**config.mk**
```make
export PLATFORM = sky130hd
export DESIGN_NAME = bpc_cfg
export DESIGN_NICKNAME = d
export VERILOG_FILES = /design/src/rtl/bpc_pkg.sv /design/src/rtl/bpc_cfg.sv
export SDC_FILE = /design/constraint.sdc
export NUM_CORES = 1
export LEC_CHECK = 0
export ABC_AREA = 0
export BUFFER_PORTS_ARGS = -buffer_cell sky130_fd_sc_hd__buf_2
export CORE_AREA = 2 2 115 145
export CTS_BUF_LIST = sky130_fd_sc_hd__clkbuf_16
export CTS_CLUSTER_SIZE = 40
export DETAILED_ROUTE_END_ITERATION = 6
export DIE_AREA = 0 0 117 147
export PLACE_DENSITY_LB_ADDON = 0.15
export RECOVER_POWER = 50
export SYNTH_ARGS = -nofsm -noshare
export SYNTH_HDL_FRONTEND = slang
export SYNTH_SLANG_ARGS = --single-unit
export TNS_END_PERCENT = 100
```
**constraint.sdc**
```tcl
create_clock -name clk -period 1 [get_ports clk]
set_input_delay 0 -clock clk [delete_from_list [all_inputs] [get_ports clk]]
set_output_delay 0 -clock clk [all_outputs]
set_load 0.02 [all_outputs]
```
**src/rtl/bpc_pkg.sv**
```systemverilog
// Shared types, constants and rounding helper for the pressure compensation block.
package bpc_pkg;

    // Output format
    localparam int OUT_FRAC_BITS = 12;
    localparam int OUT_W         = 23;

    // Configuration port
    localparam int CFG_AW = 5;
    localparam int CFG_DW = 64;

    // Division by 100 * 2^(24-OUT_FRAC_BITS) = 25 * 2^(26-OUT_FRAC_BITS)
    localparam int DIV_BASE = 25;
    localparam int DIV_SH   = 26 - OUT_FRAC_BITS;
    localparam int DIV_HALF = 50 * (2 ** (24 - OUT_FRAC_BITS));
    localparam int SAT_LIM  = DIV_BASE * (2 ** OUT_W);
    localparam int U_W      = $clog2(SAT_LIM);
    localparam int RECIP_SH = U_W + $clog2(DIV_BASE);
    localparam longint RECIP = ((64'd1 << RECIP_SH) + 64'(DIV_BASE) - 64'd1) / DIV_BASE;
    localparam int RECIP_W  = $clog2(RECIP);
    localparam int PROD_W   = U_W + RECIP_W;

    // Register index codes
    typedef enum logic [1:0] {
        REG_TEMP_CALIB = 2'd0,
        REG_PRESS_LOW  = 2'd1,
        REG_PRESS_MID  = 2'd2,
        REG_PRESS_HIGH = 2'd3
    } bpc_reg_idx_t;

    // Unpacked calibration words
    typedef struct packed {
        logic [15:0]        t1;
        logic [15:0]        t2;
        logic signed [7:0]  t3;
        logic signed [15:0] p1;
        logic signed [15:0] p2;
        logic signed [7:0]  p3;
        logic signed [7:0]  p4;
        logic [15:0]        p5;
        logic [15:0]        p6;
        logic signed [7:0]  p7;
        logic signed [7:0]  p8;
        logic signed [15:0] p9;
        logic signed [7:0]  p10;
        logic signed [7:0]  p11;
    } bpc_cfg_t;

    // Linearized temperature and its powers, Q24, with the raw pressure
    typedef struct packed {
        logic [23:0]        pres;
        logic signed [35:0] lin;
        logic signed [45:0] lin2;
        logic signed [56:0] lin3;
    } bpc_lin_t;

    // Compensated pressure in Pa, Q24
    typedef logic signed [51:0] bpc_acc_t;

    // v / 2^n rounded to nearest, ties away from zero
    function automatic logic signed [127:0] rnd_half_away(input logic signed [127:0] v,
                                                          input int unsigned n);
        logic [127:0] m;
        logic [127:0] q;
        m = v[127] ? 128'(-v) : 128'(v);
        q = (m + (128'd1 << (n - 1))) >> n;
        return v[127] ? -$signed(q) : $signed(q);
    endfunction

endpackage

```
**src/rtl/bpc_cfg.sv**
```systemverilog
// APB register file holding the packed calibration words.
module bpc_cfg (
    input  logic                        clk,
    input  logic                        rst_n,
    input  logic                        psel,
    input  logic                        penable,
    input  logic                        pwrite,
    input  logic [bpc_pkg::CFG_AW-1:0]  paddr,
    input  logic [bpc_pkg::CFG_DW-1:0]  pwdata,
    output logic [bpc_pkg::CFG_DW-1:0]  prdata,
    output logic                        pready,
    output bpc_pkg::bpc_cfg_t           cfg
);
    import bpc_pkg::*;

    logic [39:0]  temp_calib_reg;
    logic [47:0]  press_low_reg;
    logic [47:0]  press_mid_reg;
    logic [31:0]  press_high_reg;
    bpc_reg_idx_t idx;
    logic         wr_en;

    assign pready = 1'b1;
    assign idx    = bpc_reg_idx_t'(paddr[CFG_AW-1:3]);
    assign wr_en  = psel && penable && pwrite;

    // Register writes
    always_ff @(posedge clk or negedge rst_n)
    begin
        if (!rst_n)
        begin
            temp_calib_reg <= '0;
            press_low_reg  <= '0;
            press_mid_reg  <= '0;
            press_high_reg <= '0;
        end
        else if (wr_en)
        begin
            case (idx)
                REG_TEMP_CALIB: temp_calib_reg <= pwdata[39:0];
                REG_PRESS_LOW:  press_low_reg  <= pwdata[47:0];
                REG_PRESS_MID:  press_mid_reg  <= pwdata[47:0];
                REG_PRESS_HIGH: press_high_reg <= pwdata[31:0];
                default: ;
            endcase
        end
    end

    // Read mux
    always_comb
    begin
        case (idx)
            REG_TEMP_CALIB: prdata = {24'd0, temp_calib_reg};
            REG_PRESS_LOW:  prdata = {16'd0, press_low_reg};
            REG_PRESS_MID:  prdata = {16'd0, press_mid_reg};
            REG_PRESS_HIGH: prdata = {32'd0, press_high_reg};
            default:        prdata = '0;
        endcase
    end

    // Split the packed words into coefficients
    always_comb
    begin
        cfg.t1  = temp_calib_reg[15:0];
        cfg.t2  = temp_calib_reg[31:16];
        cfg.t3  = temp_calib_reg[39:32];
        cfg.p1  = press_low_reg[15:0];
        cfg.p2  = press_low_reg[31:16];
        cfg.p3  = press_low_reg[39:32];
        cfg.p4  = press_low_reg[47:40];
        cfg.p5  = press_mid_reg[15:0];
        cfg.p6  = press_mid_reg[31:16];
        cfg.p7  = press_mid_reg[39:32];
        cfg.p8  = press_mid_reg[47:40];
        cfg.p9  = press_high_reg[15:0];
        cfg.p10 = press_high_reg[23:16];
        cfg.p11 = press_high_reg[31:24];
    end

endmodule

```
# Word-level counts from Yosys, hierarchy flattened
# Index checks and enable logic that the tools add are counted.
[op_classes]
eq_ne = 3
n_mux = 1
n_reduce_logical = 7
[op_table]
columns = ["op", "n"]
rows = [
  ["$pmux W64 S4", 1],
  ["$reduce_and A2 Y1", 4],
  ["$eq A2 B2 Y1 const B", 2],
  ["$eq A2 B1 Y1 const B", 1],
  ["$logic_and A1 B1 Y1", 2],
  ["$logic_not A2 Y1", 1],
]
[word_totals]
regBits = 168
in_bits = 74
output_inout_bits = 233
wordCells = 15

# Depth between registers and ports, before layout
# Gate-level depths: netlist (run 1).
[logic_depth]
ltp_word = 3
depth_mapped = 6
ltp_nobuf = 3

# Least setup slack after synthesis (run 1)
# No wires, ideal clock.
[synth_path]
path_type = "input port to flip-flop"
startpoint = "in paddr[4] in the netlist's numbering"
endpoint = "reg press_mid_reg[27]"
setup_ns = 0.125
arrival_time_ns = 1.111
required_time_ns = 0.875
setup_slack_ns = -0.236
stages = 6
path_buffers = 3
path_cell_list = "buf_4 nand4_1 nor2_1 buf_2 buf_2 mux2_2"
[synth_via]
elab_chain_len = 2
[synth_lines]
columns = ["element", "line_no", "text"]
rows = [
  ["from (decl)", "bpc_cfg.sv:8", "input logic [bpc_pkg::CFG_AW-1:0] paddr,"],
  ["$eq A2 B2 Y1", "bpc_cfg.sv:39", "case (idx)"],
  ["$reduce_and A2 Y1 (no source line)", "--", ""],
  ["to (signal assigned)", "bpc_cfg.sv:42", "REG_PRESS_MID: press_mid_reg <= pwdata[47:0];"],
  ["to (decl)", "bpc_cfg.sv:18", "logic [47:0] press_mid_reg;"],
]
# Every way passes these cells.
# A chain may end at the register's enable or synchronous reset.

# Final worst setup path (run 1)
[layout_path]
startpoint = "reg press_low_reg[29]"
endpoint = "out prdata[29] in the netlist's numbering"
[layout_via]
elab_chain_len = 1
[layout_lines]
columns = ["element", "line_no", "text"]
rows = [
  ["from (decl)", "bpc_cfg.sv:17", "logic [47:0] press_low_reg;"],
  ["from (signal assigned)", "bpc_cfg.sv:41", "REG_PRESS_LOW: press_low_reg <= pwdata[47:0];"],
  ["$pmux W64 S4", "bpc_cfg.sv:52", "case (idx)"],
  ["to (decl)", "bpc_cfg.sv:10", "output logic [bpc_pkg::CFG_DW-1:0] prdata,"],
]
# Every way passes these cells. The select of a mux whose other input is x is not followed.

==> results of run 1 <==
[final cells by class]
| class | count | share of cell area, % |
|---|---|---|
| multi-input cells | 257 | 22.6 |
| inverters | 1 | 0.0267 |
| clock buffers | 17 | 3.03 |
| well taps | 216 | 1.92 |
| flip-flops and latches | 168 | 30.2 |
| clock inverters | 15 | 1.14 |
| repair buffers | 563 | 41.1 |
[synth_stat cells]
cell type  number
a22o_1          8
buf_2          16
buf_4          19
buf_6           6
clkbuf_1        6
conb_1          2
dfrtp_1       168
inv_2           1
mux2_1          2
mux2_2        146
mux2_4         20
mux2i_1         8
mux4_2         32
nand2_1         8
nand3_1         1
nand4_1         1
nor2_1          2
nor2b_1         1
nor3_1          1
o21ai_0         8
or2_2           1
or3_4           1
[power groups by stage]
stage               registers [uW]  logic, uW  clock network [uW]
finish                        9900      16300                6720
floorplan                    11600       3240                   0
detailed placement            9510      10200                   0
CTS                           9560      14600                6660
global placement              9400       9980                   0
global route                 10000      16900                7020
[per-stage QoR]
step	hold WS [ns]	utilization [%]	worst slack (ns)
floorplan	-0.296	-	-0.208
global placement	-0.102	64.4	-0.469
detailed placement	-0.101	64.4	-0.498
CTS	0.0245	84.2	-0.499
global route	0.297	88.1	-0.692
finish	0.241	88.1	-0.677
[what timing repair did]
action	4_1_cts	5_1_grt
cloned	0	1
pin swaps	3	1
resized for setup	534	120
setup endpoints to repair	213	227
buffers inserted	66	89
endpoints found under the hold margin	336	0
hold buffers	49	0
[layer usage]
layer  wire (um)  up-vias  part of all wire (%)
met1       10500     3478                    34
li1            -     2751                     -
met3        1770      133                   5.7
met2       16900      375                    54
met4        1980        2                   6.3
met5          15        -                 0.048
[cells by family after synthesis]
group	Yosys count
mux	208
flops	168
buf+inv	48
compound gates	16
simple gates	16
other cells	2
[worst reg2reg max path: cells and delay by family (launching register included)]
kind / cells / cell delay [ns]
buffers and inverters: 2 / 0.29
DFF: 1 / 0.48
muxes: 1 / 0.25
[path summary, 6_finish.rpt]
kind | start | endpoint | depth (start not counted)
max | press_low_reg[29]$_DFFE_PN0P_ | prdata[29] | 2
min | rst_n | press_low_reg[6]$_DFFE_PN0P_ | 2
max reg2reg | press_low_reg[29]$_DFFE_PN0P_ | press_low_reg[29]$_DFFE_PN0P_ | 3
min reg2reg | press_mid_reg[47]$_DFFE_PN0P_ | press_mid_reg[47]$_DFFE_PN0P_ | 1
max in group asynchronous | rst_n | press_high_reg[13]$_DFFE_PN0P_ | 3
min in group clk | pwrite | press_high_reg[3]$_DFFE_PN0P_ | 5
==> flow_summary.yaml, run 1 <==
layout:
  n_antenna_cell: 0
  multiInputGateArea_mm2: 0.00317
  final_cell_mix: "buf_6 (383), dfrtp_1 (136), mux2_2 (113), buf_2 (60), buf_4 (59)"
  nets: 1082
  fillers: 682
  design_area_mm2: 0.0140
  layoutNonFillerInstCount: 1237
  drive_gt1_share_pct: 76.1
  regArea_mm2: 0.00424
  area_delta_synth_final_pct: 87.6
  final_common_cell: "buf_6"
clock_tree:
  insertion_delay_ns: 0.42
  clk_pin_slew_ns: 0.07
  numCtsBuffers: 17
  cts_tree: "done"
  ctsHtreeMaxLevel: 4
  root_buffer: "clkbuf_16"
  clock_path_buffers: 2
  clock_sinks: 168
grt:
  grt.busiest_layer: "met2"
  grt_max_degree: 36
  grt_pass1_wl_um: 41800
  grtUsageTotal_pct: 33.1
  grtUsageMet3_pct: 6.93
  grt_overflow_total: 0
  grt_pass1_vias: 7483
  antenna_found_initial: 1
  gr-usage-met1_pct: 33.9
  use_met2_pct: 60.3
synthesis:
  syn_area_mm2: 0.00748
  synth_compound_area_share_pct: 1.47
  synth_area_leaders: "dfrtp_1 (56%), mux2_2 (22%), mux4_2 (9.6%)"
  ys_seq_area_share_pct: 56.2
  synthCells: 458
  yosysTopAreaCellShare_pct: 56.2
  yosysWarnings: 0
  synth_cell_types: 22
  synth-simple-area-share_pct: 1.04
  avgSynthCellArea_um2: 16.3
  synth_fa_ha_area_share_pct: 0
  yosys.area.top_type: "dfrtp_1"
  ys_ff_latch: 168
  synth_mux_area_share_pct: 37.0
  synthXorXnorAreaFrac_pct: 0
  synth_top_family_by_area: "multiplexers"
timing:
  fin_setup_tns_ns: -33.57
  post-route-period-util_pct: 168
  skew_ns: 0
  max_freq_ghz: 0.596
  maxSlewViolCount: 0
  hold_violations: 0
  relSlewSlack_pct: 39.9
  timing.final.ws_setup_ns: -0.677
  finalSetupViolations: 241
  tightest_slew_ns: 0.902
  period_needed_ns: 1.68
  rsz0062_at_grt: "true"
placement:
  gp_congestion: 0.846
  dpl_cell_area_mm2: 0.0103
  placedCellCount: 1065
  port_buffers: 270
  dp_hpwl_um: 15400
route:
  drt-initial-drc-count: 360
  vias_per_cell: 5.45
  vias: 6739
  wl_um: 31200
  final_antenna_net_count: 0
  firstDrtPassIters: 5
  remaining_drc_errors: 0
  wire_per_inst_um: 25.2
setup_path:
  worstPathRequired_ns: 1.00
  crit_arrival_ns: 1.68
  crit_type: "flop to output port"
  crit_path_max_incr_delay_ns: 0.59
  worst-r2r-setup-slack_ns: -0.14
  worst-path-buf-inv: 1
  path_cells: "mux4_2, buf_6"
  cp-start-kind: "flop"
  worst_setup_path_end_kind: "output port"
  cp_slowest_cell: "mux4_2"
  path_delay_family: "multiplexers"
  worst-path-max-fanout: 2
die:
  fp.dieW_um: 117
  dieArea_mm2: 0.0172
  dieHeight_um: 147
  start_util_pct: 46.9
  io_pins: 307
  fp.coreArea_mm2: 0.0159
  rows: 52
power:
  sw_frac_of_total_pct: 33.8
  p_total_uw: 32900
  ir_worst_vdd_uv: 1550
  p_seq_share_pct: 30.1
  p_sw_uw: 11100
  pwr-share-comb_pct: 49.5
  internal_power_uw: 21800
  clkPwrFrac_pct: 20.4
  p_leak_uw: 0.00681
  powerDensity_mw_per_mm2: 2340
run:
  cap_violations: 0
status:
  status: "finished, violations left"
  violations: "setup timing"
worst_hold_path:
  min_path_type: "input port to asynchronous set/reset pin"
No activity file was read; power rests on OpenSTA's default activity.
==> inputs of run 2 (changes only) <==
- REMOVE_ABC_BUFFERS: unset -> 1
==> run 2 against run 1 <==
  * The flow still finishes with violations (setup timing)
  * Fmax rose by 7.4%
  * Sequential cell count did not move
  * Worst setup slack improved by 0.12 ns
  * Total power fell by 0.16%
  * Critical path type unchanged
  * Largest cell class unchanged
==> flow_summary.yaml, run 2 (synthesis gave the netlist of run 1 again) <==
status:
  status: "finished, violations left"
  violations: "setup timing"
timing:
  post-route-period-util_pct: 156
  fin_setup_tns_ns: -35.84
  relSlewSlack_pct: 43.0
  period_needed_ns: 1.56
  finalSetupViolations: 258
  max_freq_ghz: 0.640
  timing.final.ws_setup_ns: -0.562
  rsz0062_at_grt: "true"
  tightest_slew_ns: 0.855
  skew_ns: 0
  hold_violations: 0
  maxSlewViolCount: 0
power:
  ir_worst_vdd_uv: 1440
  powerDensity_mw_per_mm2: 2330
  p_leak_uw: 0.00688
layout:
  final_cell_mix: "buf_6 (400), dfrtp_1 (168), mux2_2 (138), buf_4 (65), buf_2 (56)"
  drive_gt1_share_pct: 73.5
  fillers: 640
  final_common_cell: "buf_6"
  fin_util_pct: 88.5
  layoutNonFillerInstCount: 1258
  multiInputGateArea_mm2: 0.00307
  area_delta_synth_final_pct: 88.5
  regArea_mm2: 0.00420
  nets: 1103
clock_tree:
  ctsHtreeMaxLevel: 4
  numCtsBuffers: 17
  clock_sinks: 168
  clk_pin_slew_ns: 0.07
  clock_path_buffers: 2
  insertion_delay_ns: 0.43
  root_buffer: "clkbuf_16"
  cts_tree: "done"
route:
  wire_per_inst_um: 25.4
  vias_per_cell: 5.46
  remaining_drc_errors: 0
  vias: 6863
  drt-initial-drc-count: 324
  final_antenna_net_count: 0
  firstDrtPassIters: 4
  wl_um: 32000
setup_path:
  r2r-start: "press_high_reg[16]$_DFFE_PN0P_"
  worst-path-max-fanout: 2
  cp-start-kind: "flop"
  crit_arrival_ns: 1.56
  reg2regPathDepth: 4
  regToRegEndpoint: "press_high_reg[16]$_DFFE_PN0P_"
  worst_setup_path_end_kind: "output port"
  worstPathRequired_ns: 1.00
  crit_start: "press_mid_reg[7]$_DFFE_PN0P_"
  worst-r2r-setup-slack_ns: -0.10
  crit_end: "prdata[7]"
  crit_type: "flop to output port"
grt:
  antenna_found_initial: 2
  grt_pass1_wl_um: 41200
  grt_max_degree: 37
  grtUsageTotal_pct: 32.5
  grt_pass1_vias: 7225
  grt_overflow_total: 0
placement:
  port_buffers: 270
  dp_hpwl_um: 15500
  gp_congestion: 0.803
  placedCellCount: 1056
die:
  io_pins: 307
  fp.coreArea_mm2: 0.0159
  dieArea_mm2: 0.0172
  start_util_pct: 46.9
  dieHeight_um: 147
  rows: 52
  fp.dieW_um: 117
worst_hold_path:
  min_path_type: "input port to asynchronous set/reset pin"
run:
  cap_violations: 0
[run 2: cell types whose count changed in the layout (fill, tap and decap cells not counted), sizes merged]
cell / previous run / this run
diode: 0 / 2
clkinv: 9 / 7
buf: 513 / 533
bufinv: 3 / 2
clkbuf: 18 / 19
inv: 3 / 4
[run 2: per-stage QoR]
step,worst slack (ns),area (um^2),power [uW],hold WS (ns)
after global placement,-0.327,10100,19100,-0.106
after CTS,-0.497,13300,30200,0.0269
after global routing,-0.558,14100,33900,0.247
after floorplan,-2.40,7230,14500,-0.296
final,-0.562,14100,32900,0.221
after detailed placement,-0.349,10100,19300,-0.0999
[run 2: metal layers]
| layer | global-route usage, % | wire length (um) |
|---|---|---|
| met4 | 16.9 | 1920 |
| met5 | 0 | 0 |
| met2 | 58.1 | 17300 |
| met3 | 6.81 | 1670 |
| met1 | 35.5 | 11000 |
[run 2: worst max-delay path, cell delays in order (launching register included)]
cell and delay (ns):
dfrtp_1 0.43, mux4_2 0.54, buf_6 0.16
[run 2: worst min-delay path by stage]
stage	start	end	slack [ns]	cells after the start
final	rst_n	press_low_reg[27]$_DFFE_PN0P_	0.22	2
after global routing	paddr[3]	press_mid_reg[22]$_DFFE_PN0P_	0.25	4
after CTS	rst_n	press_low_reg[29]$_DFFE_PN0P_	0.03	2
after detailed placement	rst_n	press_low_reg[29]$_DFFE_PN0P_	-0.1	1
after global placement	rst_n	press_low_reg[29]$_DFFE_PN0P_	-0.11	1
after floorplan	rst_n	press_high_reg[0]$_DFFE_PN0P_	-0.30	0
[run 2: report_power, final]
part	internal [uW]	total, uW	switching [uW]
Combinational	9680	16700	7000
Sequential	8390	9840	1450
Clock	3590	6350	2750
[run 2: area by class of cell]
type	instances	share of cell area [%]
clock inverters	13	0.834
flip-flops and latches	168	29.8
multi-input cells	257	21.8
diodes	2	0.0355
well taps	216	1.92
inverters	1	0.0266
clock buffers	17	3.02
repair buffers	584	42.6
[run 2: timing repair]
action | 4_1_cts | 5_1_grt
pin swaps | 3 | 3
hold buffers | 49 | 0
setup buffers | 80 | 120
endpoints found under the setup margin | 181 | 226
endpoints found under the hold margin | 336 | 0
gates resized for setup | 535 | 143
gates cloned | 0 | 1
